==> config.mk <==
export PLATFORM = sky130hd
export DESIGN_NAME = countdown_timer_controller_top
export DESIGN_NICKNAME = d
export VERILOG_FILES = /design/src/ctc_pkg.sv /design/src/ctc_core.sv /design/src/countdown_timer_controller_top.sv
export SDC_FILE = /design/constraint.sdc
export NUM_CORES = 1
export LEC_CHECK = 0
export ABC_CLOCK_PERIOD_IN_PS = 9950
export BUFFER_PORTS_ARGS = -buffer_cell sky130_fd_sc_hd__buf_2
export CORE_ASPECT_RATIO = 0.8
export CORE_MARGIN = 3
export CORE_UTILIZATION = 50
export CTS_CLUSTER_SIZE = 24
export DETAILED_ROUTE_END_ITERATION = 16
export GPL_TIMING_DRIVEN = 0
export PLACE_DENSITY = 0.68
export SYNTH_ARGS = -nofsm -noshare
export SYNTH_HDL_FRONTEND = slang
export SYNTH_SLANG_ARGS = --single-unit
==> constraint.sdc <==
create_clock -name clk -period 9.95 [get_ports clk]
set_input_delay 1.99 -clock clk [delete_from_list [all_inputs] [get_ports clk]]
set_output_delay 1.99 -clock clk [all_outputs]
set_load 0.1 [all_outputs]
==> src/ctc_pkg.sv <==
`timescale 1ns / 1ps

package ctc_pkg;

  // Width of the set and elapsed time counters.
  localparam int TIME_BITS = 16;

  localparam int OP_W       = 3;
  localparam int SUB_W      = 4;
  localparam int MODE_W     = 3;
  localparam int REM_W      = 16;
  localparam int PROD_W     = 32;
  localparam int STATUS_W   = 2;
  localparam int STEP_W     = 12;
  localparam int HOLD_W     = 8;
  localparam int CFG_IDX_W  = 1;
  localparam int CFG_DATA_W = 12;

  // Room for a set time plus one step without losing the carry.
  localparam int SUM_W = ((TIME_BITS > STEP_W) ? TIME_BITS : STEP_W) + 1;

  // Output queue depth, and the width of its pointers and its fill count.
  localparam int QUEUE_DEPTH = 3;
  localparam int QCNT_W      = $clog2(QUEUE_DEPTH + 1);

  localparam logic [OP_W-1:0] OP_INC   = 3'd0;
  localparam logic [OP_W-1:0] OP_DEC   = 3'd1;
  localparam logic [OP_W-1:0] OP_START = 3'd2;
  localparam logic [OP_W-1:0] OP_ABORT = 3'd3;
  localparam logic [OP_W-1:0] OP_TICK  = 3'd4;

  localparam logic [STATUS_W-1:0] ST_IGNORED    = 2'd0;
  localparam logic [STATUS_W-1:0] ST_HANDLED    = 2'd1;
  localparam logic [STATUS_W-1:0] ST_TRANSITION = 2'd2;

  localparam logic [CFG_IDX_W-1:0] CFG_STEP = 1'd0;
  localparam logic [CFG_IDX_W-1:0] CFG_HOLD = 1'd1;

  localparam logic [STEP_W-1:0] STEP_RESET = 12'd60;
  localparam logic [HOLD_W-1:0] HOLD_RESET = 8'd30;

  localparam logic [SUB_W-1:0] SUB_BEEP   = 4'd5;
  localparam logic [SUB_W-1:0] SUB_SECOND = 4'd10;

  typedef struct packed {
    logic [MODE_W-1:0]   mode;
    logic [REM_W-1:0]    remaining;
    logic [PROD_W-1:0]   productive;
    logic                beep;
    logic [STATUS_W-1:0] status;
  } result_t;

endpackage

==> src/ctc_core.sv <==
`timescale 1ns / 1ps

module ctc_core (
  input  logic                         clk,
  input  logic                         rst,
  input  logic                         cfg_write,
  input  logic [ctc_pkg::CFG_IDX_W-1:0]  cfg_index,
  input  logic [ctc_pkg::CFG_DATA_W-1:0] cfg_data,
  input  logic                         item_valid,
  input  logic [ctc_pkg::OP_W-1:0]     operation,
  input  logic [ctc_pkg::SUB_W-1:0]    tick_subsecond,
  output ctc_pkg::result_t             result
);
  import ctc_pkg::*;

  typedef enum logic [MODE_W-1:0] {
    IDLE      = 3'd0,
    SETTING   = 3'd1,
    COUNTDOWN = 3'd2,
    PAUSED    = 3'd3,
    STATS     = 3'd4
  } mode_t;

  logic [STEP_W-1:0]    step_seconds;
  logic [HOLD_W-1:0]    stat_hold_ticks;
  mode_t                mode_reg, mode_next;
  logic [TIME_BITS-1:0] set_time, set_time_next;
  logic [TIME_BITS-1:0] elapsed_seconds, elapsed_next;
  logic [PROD_W-1:0]    productive_total, productive_next;
  logic [HOLD_W-1:0]    stat_tick_count, stat_tick_next;

  logic [SUM_W-1:0]     set_ext, step_ext, add_sum, sub_diff;
  logic                 can_add, can_sub;
  logic                 take;
  mode_t                target;
  logic [STATUS_W-1:0]  status;
  logic                 beep;

  assign set_ext  = SUM_W'(set_time);
  assign step_ext = SUM_W'(step_seconds);
  assign add_sum  = set_ext + step_ext;
  assign sub_diff = set_ext - step_ext;
  assign can_add  = add_sum <= SUM_W'({TIME_BITS{1'b1}});
  assign can_sub  = set_ext >= step_ext;

  always_comb begin
    set_time_next   = set_time;
    elapsed_next    = elapsed_seconds;
    productive_next = productive_total;
    stat_tick_next  = stat_tick_count;
    mode_next       = mode_reg;
    take            = 1'b0;
    target          = mode_reg;
    status          = ST_IGNORED;
    beep            = 1'b0;

    case (mode_reg)
      IDLE: begin
        if (operation == OP_INC) begin
          if (can_add) begin
            set_time_next = add_sum[TIME_BITS-1:0];
            take          = 1'b1;
            target        = SETTING;
          end
        end else if (operation == OP_START) begin
          take   = 1'b1;
          target = STATS;
        end else if (operation == OP_TICK && tick_subsecond == SUB_BEEP) begin
          beep   = 1'b1;
          status = ST_HANDLED;
        end
      end
      SETTING: begin
        if (operation == OP_INC) begin
          if (can_add) begin
            set_time_next = add_sum[TIME_BITS-1:0];
            status        = ST_HANDLED;
          end
        end else if (operation == OP_DEC) begin
          if (can_sub) begin
            set_time_next = sub_diff[TIME_BITS-1:0];
            status        = ST_HANDLED;
          end
        end else if (operation == OP_START) begin
          if (can_sub && set_time != '0) begin
            take   = 1'b1;
            target = COUNTDOWN;
          end
        end else if (operation == OP_ABORT) begin
          take   = 1'b1;
          target = IDLE;
        end
      end
      COUNTDOWN: begin
        if (operation == OP_TICK) begin
          if (tick_subsecond == SUB_SECOND) begin
            if (set_time != '0) begin
              set_time_next = set_time - 1'b1;
            end
            elapsed_next = elapsed_seconds + 1'b1;
            if (set_time <= TIME_BITS'(1)) begin
              take   = 1'b1;
              target = IDLE;
            end else begin
              status = ST_HANDLED;
            end
          end
        end else if (operation == OP_START) begin
          take   = 1'b1;
          target = PAUSED;
        end else if (operation == OP_ABORT) begin
          take   = 1'b1;
          target = IDLE;
        end
      end
      PAUSED: begin
        if (operation == OP_INC) begin
          if (can_add) begin
            set_time_next = add_sum[TIME_BITS-1:0];
            take          = 1'b1;
            target        = SETTING;
          end
        end else if (operation == OP_DEC) begin
          if (can_sub) begin
            set_time_next = sub_diff[TIME_BITS-1:0];
            take          = 1'b1;
            target        = SETTING;
          end
        end else if (operation == OP_START) begin
          take   = 1'b1;
          target = COUNTDOWN;
        end else if (operation == OP_ABORT) begin
          take   = 1'b1;
          target = IDLE;
        end
      end
      STATS: begin
        if (operation == OP_TICK) begin
          stat_tick_next = stat_tick_count + 1'b1;
          if (stat_tick_next >= stat_hold_ticks) begin
            stat_tick_next = '0;
            take           = 1'b1;
            target         = IDLE;
          end
        end
      end
      default: begin
      end
    endcase

    // Exit action of the old state, then entry action of the new one.
    if (take) begin
      if (mode_reg == COUNTDOWN) begin
        productive_next = productive_total + PROD_W'(elapsed_next);
        elapsed_next    = '0;
      end
      mode_next = target;
      if (target == IDLE) begin
        set_time_next = '0;
        elapsed_next  = '0;
      end
      status = ST_TRANSITION;
    end
  end

  always_ff @(posedge clk) begin
    if (rst) begin
      step_seconds     <= STEP_RESET;
      stat_hold_ticks  <= HOLD_RESET;
      mode_reg         <= IDLE;
      set_time         <= '0;
      elapsed_seconds  <= '0;
      productive_total <= '0;
      stat_tick_count  <= '0;
    end else begin
      if (cfg_write) begin
        if (cfg_index == CFG_STEP) begin
          step_seconds <= cfg_data[STEP_W-1:0];
        end else if (cfg_index == CFG_HOLD) begin
          stat_hold_ticks <= cfg_data[HOLD_W-1:0];
        end
      end
      if (item_valid) begin
        mode_reg         <= mode_next;
        set_time         <= set_time_next;
        elapsed_seconds  <= elapsed_next;
        productive_total <= productive_next;
        stat_tick_count  <= stat_tick_next;
      end
    end
  end

  assign result.mode       = MODE_W'(mode_next);
  assign result.remaining  = REM_W'(set_time_next);
  assign result.productive = productive_next;
  assign result.beep       = beep;
  assign result.status     = status;

endmodule

==> src/countdown_timer_controller_top.sv <==
`timescale 1ns / 1ps

// Countdown timer controller.
// Each request on the input channel (in_valid / in_stall) carries one event:
// increment, decrement, start or pause, abort, or a sub-second tick with its
// phase. Every request yields exactly one result on the output channel
// (out_valid / out_stall): the mode after the event, the set or remaining
// time, the running productive total, a beep request and a status code.
// The step size and the statistics hold count are written through the
// cfg_write / cfg_index / cfg_data port; the user must write them only
// while no request is in flight, as the block does not enforce it.
// A request is captured in an input register at the edge it is accepted;
// the state update then computes its result, which is written into a
// three-entry output queue once the queue has, or is freeing, a slot.
// One request per cycle is sustained as long as the receiver keeps
// taking results; the rate is set by the state update feeding the queue.
// When the receiver stalls, results wait in the queue and in_stall rises
// once the queue and the input register together hold three requests.
// A synchronous reset empties the queue, drops any captured request,
// returns the timer to idle with zero times and zero productive total, and
// restores the default step of 60 seconds and hold of 30 ticks.

module countdown_timer_controller_top (
  input  logic                            clk,
  input  logic                            rst,
  input  logic                            cfg_write,
  input  logic [ctc_pkg::CFG_IDX_W-1:0]   cfg_index,
  input  logic [ctc_pkg::CFG_DATA_W-1:0]  cfg_data,
  input  logic                            in_valid,
  output logic                            in_stall,
  input  logic [ctc_pkg::OP_W-1:0]        operation,
  input  logic [ctc_pkg::SUB_W-1:0]       tick_subsecond,
  output logic                            out_valid,
  input  logic                            out_stall,
  output logic [ctc_pkg::MODE_W-1:0]      mode,
  output logic [ctc_pkg::REM_W-1:0]       remaining_seconds,
  output logic [ctc_pkg::PROD_W-1:0]      productive_seconds,
  output logic                            beep,
  output logic [ctc_pkg::STATUS_W-1:0]    status
);
  import ctc_pkg::*;

  // Input register.
  logic             req_valid;
  logic [OP_W-1:0]  req_op;
  logic [SUB_W-1:0] req_sub;

  // Output queue.
  result_t           queue [QUEUE_DEPTH];
  logic [QCNT_W-1:0] head, tail, count;

  logic    in_take, advance, pop;
  result_t result;

  assign in_take = in_valid && !in_stall;
  assign pop     = out_valid && !out_stall;
  // The captured request moves on whenever the queue has, or is freeing, a slot.
  assign advance = req_valid && (count != QCNT_W'(QUEUE_DEPTH) || pop);

  // Stall looks only at registered occupancy, so it never waits on out_stall.
  assign in_stall = ((QCNT_W+1)'(count) + (QCNT_W+1)'(req_valid)) >=
                    (QCNT_W+1)'(QUEUE_DEPTH);

  ctc_core u_core (
    .clk            (clk),
    .rst            (rst),
    .cfg_write      (cfg_write),
    .cfg_index      (cfg_index),
    .cfg_data       (cfg_data),
    .item_valid     (advance),
    .operation      (req_op),
    .tick_subsecond (req_sub),
    .result         (result)
  );

  always_ff @(posedge clk) begin
    if (rst) begin
      req_valid <= 1'b0;
      head      <= '0;
      tail      <= '0;
      count     <= '0;
    end else begin
      if (in_take) begin
        req_valid <= 1'b1;
      end else if (advance) begin
        req_valid <= 1'b0;
      end
      if (advance) begin
        tail <= (tail == QCNT_W'(QUEUE_DEPTH - 1)) ? QCNT_W'(0) : tail + QCNT_W'(1);
      end
      if (pop) begin
        head <= (head == QCNT_W'(QUEUE_DEPTH - 1)) ? QCNT_W'(0) : head + QCNT_W'(1);
      end
      if (advance && !pop) begin
        count <= count + QCNT_W'(1);
      end else if (pop && !advance) begin
        count <= count - QCNT_W'(1);
      end
    end
  end

  // Payload registers carry no reset.
  always_ff @(posedge clk) begin
    if (in_take) begin
      req_op  <= operation;
      req_sub <= tick_subsecond;
    end
    if (advance) begin
      queue[tail] <= result;
    end
  end

  assign out_valid          = count != QCNT_W'(0);
  assign mode               = queue[head].mode;
  assign remaining_seconds  = queue[head].remaining;
  assign productive_seconds = queue[head].productive;
  assign beep               = queue[head].beep;
  assign status             = queue[head].status;

`ifndef SYNTHESIS
  // The queue never holds more results than it has slots.
  a_queue_bound: assert property (@(posedge clk) disable iff (rst)
    count <= QCNT_W'(QUEUE_DEPTH))
    else $error("output queue overfilled");

  // A full queue always holds off new requests.
  a_full_stalls: assert property (@(posedge clk) disable iff (rst)
    (count == QCNT_W'(QUEUE_DEPTH)) |-> in_stall)
    else $error("request taken with a full output queue");

  // A request that moves on shows up as a result in the next cycle.
  a_result_follows: assert property (@(posedge clk) disable iff (rst)
    advance |=> out_valid)
    else $error("request lost between input register and queue");

  // A beep is only ever reported with a handled status.
  a_beep_status: assert property (@(posedge clk) disable iff (rst)
    (out_valid && beep) |-> (status == ST_HANDLED))
    else $error("beep reported with wrong status");
`endif

endmodule
After elaboration in Yosys (flattened, before gate mapping):

Memories as Yosys holds them, arrays and structs flattened. A register that Yosys moved wholly into a read port is not among the register bits.
Cells that the tools add are included.

* register bits after elaboration: 109
* bits in writable memories: 162
* input port bits: 25
* output and inout port bits: 56
* memories: 1

Memories
* queue: depth 3, bits a word 54, read ports 1, clocked after memory_dff 1, wr ports 1, RTL line countdown_timer_controller_top.sv:49 `result_t queue [QUEUE_DEPTH];`

* add/sub/neg operators: 11
* magnitude comparators: 5
* eq/ne operators: 13
* multiplexer cells: 84
* bitwise logic cells: 1
* reductions and logical operators: 23

Operators by type and width (count)
* 16-bit 2-to-1 mux: 16
* 32-bit 2-to-1 mux: 2
* 3-bit 2-to-1 mux: 19
* 16-bit one-hot mux with 3 select lines: 1
* 32-bit by 16-bit adder with 32-bit output: 1
* 1-bit 2-to-1 mux: 29
* 2-bit 2-to-1 mux: 13
* 16-bit by 12-bit adder with 17-bit output: 1
* 17-bit by 16-bit less-or-equal comparator with 1-bit output (second input constant): 1
* 16-bit by 1-bit adder with 16-bit output (second input constant): 1
* 16-bit by 12-bit greater-or-equal comparator with 1-bit output: 1
* 16-bit by 1-bit less-or-equal comparator with 1-bit output (second input constant): 1
* 16-bit nonzero test: 1
* 16-bit by 1-bit subtractor with 16-bit output (second input constant): 1
* 16-bit by 12-bit subtractor with 16-bit output: 1
* 3-bit one-hot mux with 5 select lines: 1
* 3-bit by 2-bit equality test with 1-bit output (second input constant): 4
* 3-bit logical NOT: 3
* 8-bit by 1-bit adder with 8-bit output (second input constant): 1
* 8-bit greater-or-equal comparator: 1
* 8-bit 2-to-1 mux: 1
* 1-bit logical AND: 7
* 2-bit by 1-bit adder with 2-bit output (second input constant): 3
* 3-bit by 1-bit equality test with 1-bit output (second input constant): 2
* other kinds (17): 25

Logic depth before layout (Yosys ltp):

* depth after elaboration: 10
* depth in mapped cells: 19
* gate-level depth less buffers: 16

Cells and area by module:

Synthesis repeated with hierarchy kept, for this count alone.

* cell total of the unflattened synthesis: 1572
* area, all modules: 15115.7 um2

By module, submodules not included
* ctc_core: times used 1, cells an instance 1178, area an instance 8526.9 um2, seq. area each 1901.8 um2
* countdown_timer_controller_top: times used 1, cells an instance 394, area an instance 6588.8 um2, seq. area each 5255.0 um2

Worst setup path before layout:

Ideal clock, no wire load.

* path kind: input -> register
* start point: input out_stall
* end point: memory queue[1][0] (netlist bit) (enable)
* library setup time: 546 ps
* arrival: 6494 ps
* required time: 9404 ps
* path slack: 2910 ps
* stages on the path: 4
* cells stage by stage: nand3_1 > nand2_1 > clkbuf_1 > nor3b_1

* longest elaborated chain between the ends: 6

Ends and longest elaborated chain
* start: declaration: RTL line countdown_timer_controller_top.sv:34 `input logic out_stall,`
* 1-bit logical NOT: RTL line countdown_timer_controller_top.sv:56 `assign pop = out_valid && !out_stall;`
* 1-bit logical AND: RTL line countdown_timer_controller_top.sv:56
* 1-bit logical OR: RTL line countdown_timer_controller_top.sv:58 `assign advance = req_valid && (count != QCNT_W'(QUEUE_DEPTH) || pop);`
* 1-bit logical AND: RTL line countdown_timer_controller_top.sv:58
* 1-bit 2-to-1 mux: RTL line countdown_timer_controller_top.sv:108 `if (advance) begin`
* 1-bit 2-to-1 mux (implied by the code): RTL line countdown_timer_controller_top.sv:109 `queue[tail] <= result;`
* end: declaration: RTL line countdown_timer_controller_top.sv:49

Every way passes these cells.

==> impl_metrics.csv <==
group,metric,value,unit
clocking,cts_setup_buffers,0,
synth,synth_top_cells_by_count,"nand2_1 (192), edfxtp_1 (169), nor2_1 (117), a21oi_1 (110)",
clocking,cts_resized,0,
clocking,h-tree-depth,1,
critical_path,worstSetupStartpointType,"flop",
grt,grt_first_pass_wirelength,63900,µm
synth,yosysTopAreaCell,"edfxtp_1",
sta,final-max-slew-violation-count,0,
sta,rsz0062_at_grt,"no",
die,io_pins,81,
min_path,hp-class,"reg2reg",
power,comb_power_share,0.339,
clocking,cts_hold_buf,0,
sta,final-hold-violation-count,0,
drt,antenna_left,0,
sta,period_share,0.533,
final_layout,largest_reg_flops,162,
final_layout,area_delta_synth_final,13.8,%
drt,vias,12100,
die,start_util,0.511,
power,seqPwrFrac,0.359,
die,fp.dieH,161,µm
synth,seq_area_frac_synth,0.476,
grt,grt_pass1_vias,11400,
drt,routed_wl,41300,µm
final_layout,antennaDiodeCount,0,
power,pwr-share-clk,0.301,
power,power.switching,1.45,mW
placed_design,port_buffers,80,
synth,synth_seq_cells,273,
final_layout,top_regs,"queue (162), u_core.productive_total (32)",
sta,maxSlewHeadroom,0.228,
final_layout,fillers,2514,
placed_design,dpl.hpwl,30700,µm
drt,firstDrtPassIters,5,
die,rows,56,
synth,synth_edf_count,169,
final_layout,layout.nets,1738,
sta,tightestPinTransition,1.15,ns
synth,synthMuxAreaShare,0.0534,
run_status,status,"completed",
drt,viasPerCell,5.91,
final_layout,top_register,"queue",
synth,synthCells,1527,
synth,ys.flop_type,"edfxtp_1",
power,peakVddDrop,0.206,mV
clocking,ctsRootBufferMaster,"clkbuf_16",
placed_design,placedCellCount,2001,
clocking,clk_latency,0.57,ns
die,die_w,200,µm
synth,synth_compound_area_frac,0.175,
clocking,cts_buffer_depth,3,
sta,fin_ws,4.65,ns
synth,synthAdderAreaFrac,0.0506,
synth,ys_warn_count,0,
clocking,clk_pin_slew_worst_paths,0.06,ns
sta,fin_skew,0.0242,ns
synth,yosys.area_share.simple,0.161,
final_layout,drive_gt1_frac,0.139,
sta,clock.fmax,0.189,GHz
placed_design,place_area,16100,µm²
sta,setup_viol,0,
placed_design,pre_cts_slack,4.81,ns
synth,synth.area.top_cells,"edfxtp_1 (34%), dfxtp_1 (14%), nand2_1 (4.8%)",
die,coreArea,29400,µm²
clocking,cts.sinks,273,
critical_path,worstSetupPathType,"reg2out",
drt,drc,0,
synth,synth_area_per_cell,9.84,µm²
synth,synth-xor-area-share,0.0454,
power,p_total,3.66,mW
critical_path,setup.worst_path.end_class,"primary output",
grt,grt_start_max_net_pins,16,
drt,wire_per_inst,20.1,µm
power,p_leak,6.65,nW
sta,period_needed,5.30,ns
clocking,cts_buffers,28,
synth,yosysMostFrequentCell,"nand2_1",
synth,yosysTopAreaCellShare,0.338,
power,power.density,214,nW/µm²
placed_design,gp_congestion,0.964,
power,p_sw_frac,0.397,
critical_path,crit_required,7.96,ns
die,die_area,32200,µm²
synth,syn_area,15000,µm²
synth,synth_cell_types,95,
grt,grtUsageTotal,0.252,
power,p_int,2.21,mW
synth,syn_nets,1611,
grt,antenna_found_initial,1,
final_layout,fin_cells,2053,
clocking,cts_tree,"yes",
drt,drtIter0Drc,1100,
synth,async_reset_ff_frac,0,
grt,grt-ovfl-total,0,
critical_path,arrival,3.31,ns
synth,synth_top_family_by_area,"compound AO/OA/AOI/OAI gates",
run,drv_cap,0,
final_layout,final_cell_area,17100,µm²
critical_path,cp_max_fo,10,
[area by class of cell]
cell class	count	area, µm²	share of cell area
Inverter	45	169	0.00987
Clock buffer	44	842	0.0492
Tap cell	377	472	0.0276
Multi-Input combinational cell	1118	7320	0.428
Sequential cell	273	7160	0.418
Timing Repair Buffer	97	603	0.0352
Clock inverter	8	148	0.00863
Buffer	91	398	0.0233
[per-layer routing]
| metal | wire length [µm] | GRT usage |
|---|---|---|
| met1 | 19600 | 0.377 |
| met2 | 17200 | 0.372 |
| met3 | 3620 | 0.0619 |
| met4 | 870 | 0.0533 |
| met5 | 0 | 0 |
[layout by cell type, fill, tap and decap left out, types with 25 or more instances in the layout]
cell type and instances:
nand2_1 192, edfxtp_1 169, nor2_1 117, a21oi_1 110, o21ai_0 104, dfxtp_1 104
buf_2 98, clkbuf_1 68, mux2i_1 60, ha_1 56, inv_1 42, xnor2_1 41
nand3_1 40, nor3_1 40, xor2_1 37, clkbuf_16 29, a21o_1 25
[stage by stage]
step	setup TNS [ns]	hold slack [ns]	utilization
after floorplan	0	0.436	-
after global placement	-53.38	0.452	0.540
after detailed placement	0	0.460	0.548
after CTS	0	0.468	0.581
after global routing	0	0.502	0.581
final	0	0.463	0.581
[worst max-delay path, stage by stage (launching register included)]
cell and delay [ns]:
dfxtp_1 0.31, clkbuf_1 0.58, clkbuf_1 0.67, clkbuf_1 0.48
nand2_1 0.09, o21ai_0 0.14, buf_2 0.48
[power groups by stage]
stage | registers (mW) | logic (mW) | clock network, mW
after floorplan | 1.33 | 0.974 | 0
after global placement | 1.35 | 1.21 | 0
after detailed placement | 1.34 | 1.23 | 0
after CTS | 1.32 | 1.24 | 1.12
after global routing | 1.32 | 1.31 | 1.17
final | 1.32 | 1.24 | 1.10
[kinds of logic (layout without fill, tap and decap cells)]
| family | count (synthesis) | after routing |
|---|---|---|
| and+or+nand+nor | 507 | 507 |
| AOI/OAI and AO/OA | 396 | 396 |
| DFF | 273 | 273 |
| buffers and inverters | 136 | 285 |
| xor gates and xnor gates | 78 | 78 |
| muxes | 78 | 78 |
| adders and majority gates | 59 | 59 |
[final timing paths]
check,from,endpoint,slack [ns],cells past startpoint
worst max-delay path,flop,remaining_seconds[13],4.65,6
worst min register to register,u_core.stat_hold_ticks[6],u_core.stat_hold_ticks[6],0.46,2
worst min-delay path,u_core.stat_hold_ticks[6],u_core.stat_hold_ticks[6],0.46,2
worst max register to register,u_core.mode_reg[2],queue[0][33],5.02,17
No activity file was read; power rests on OpenSTA's default activity.
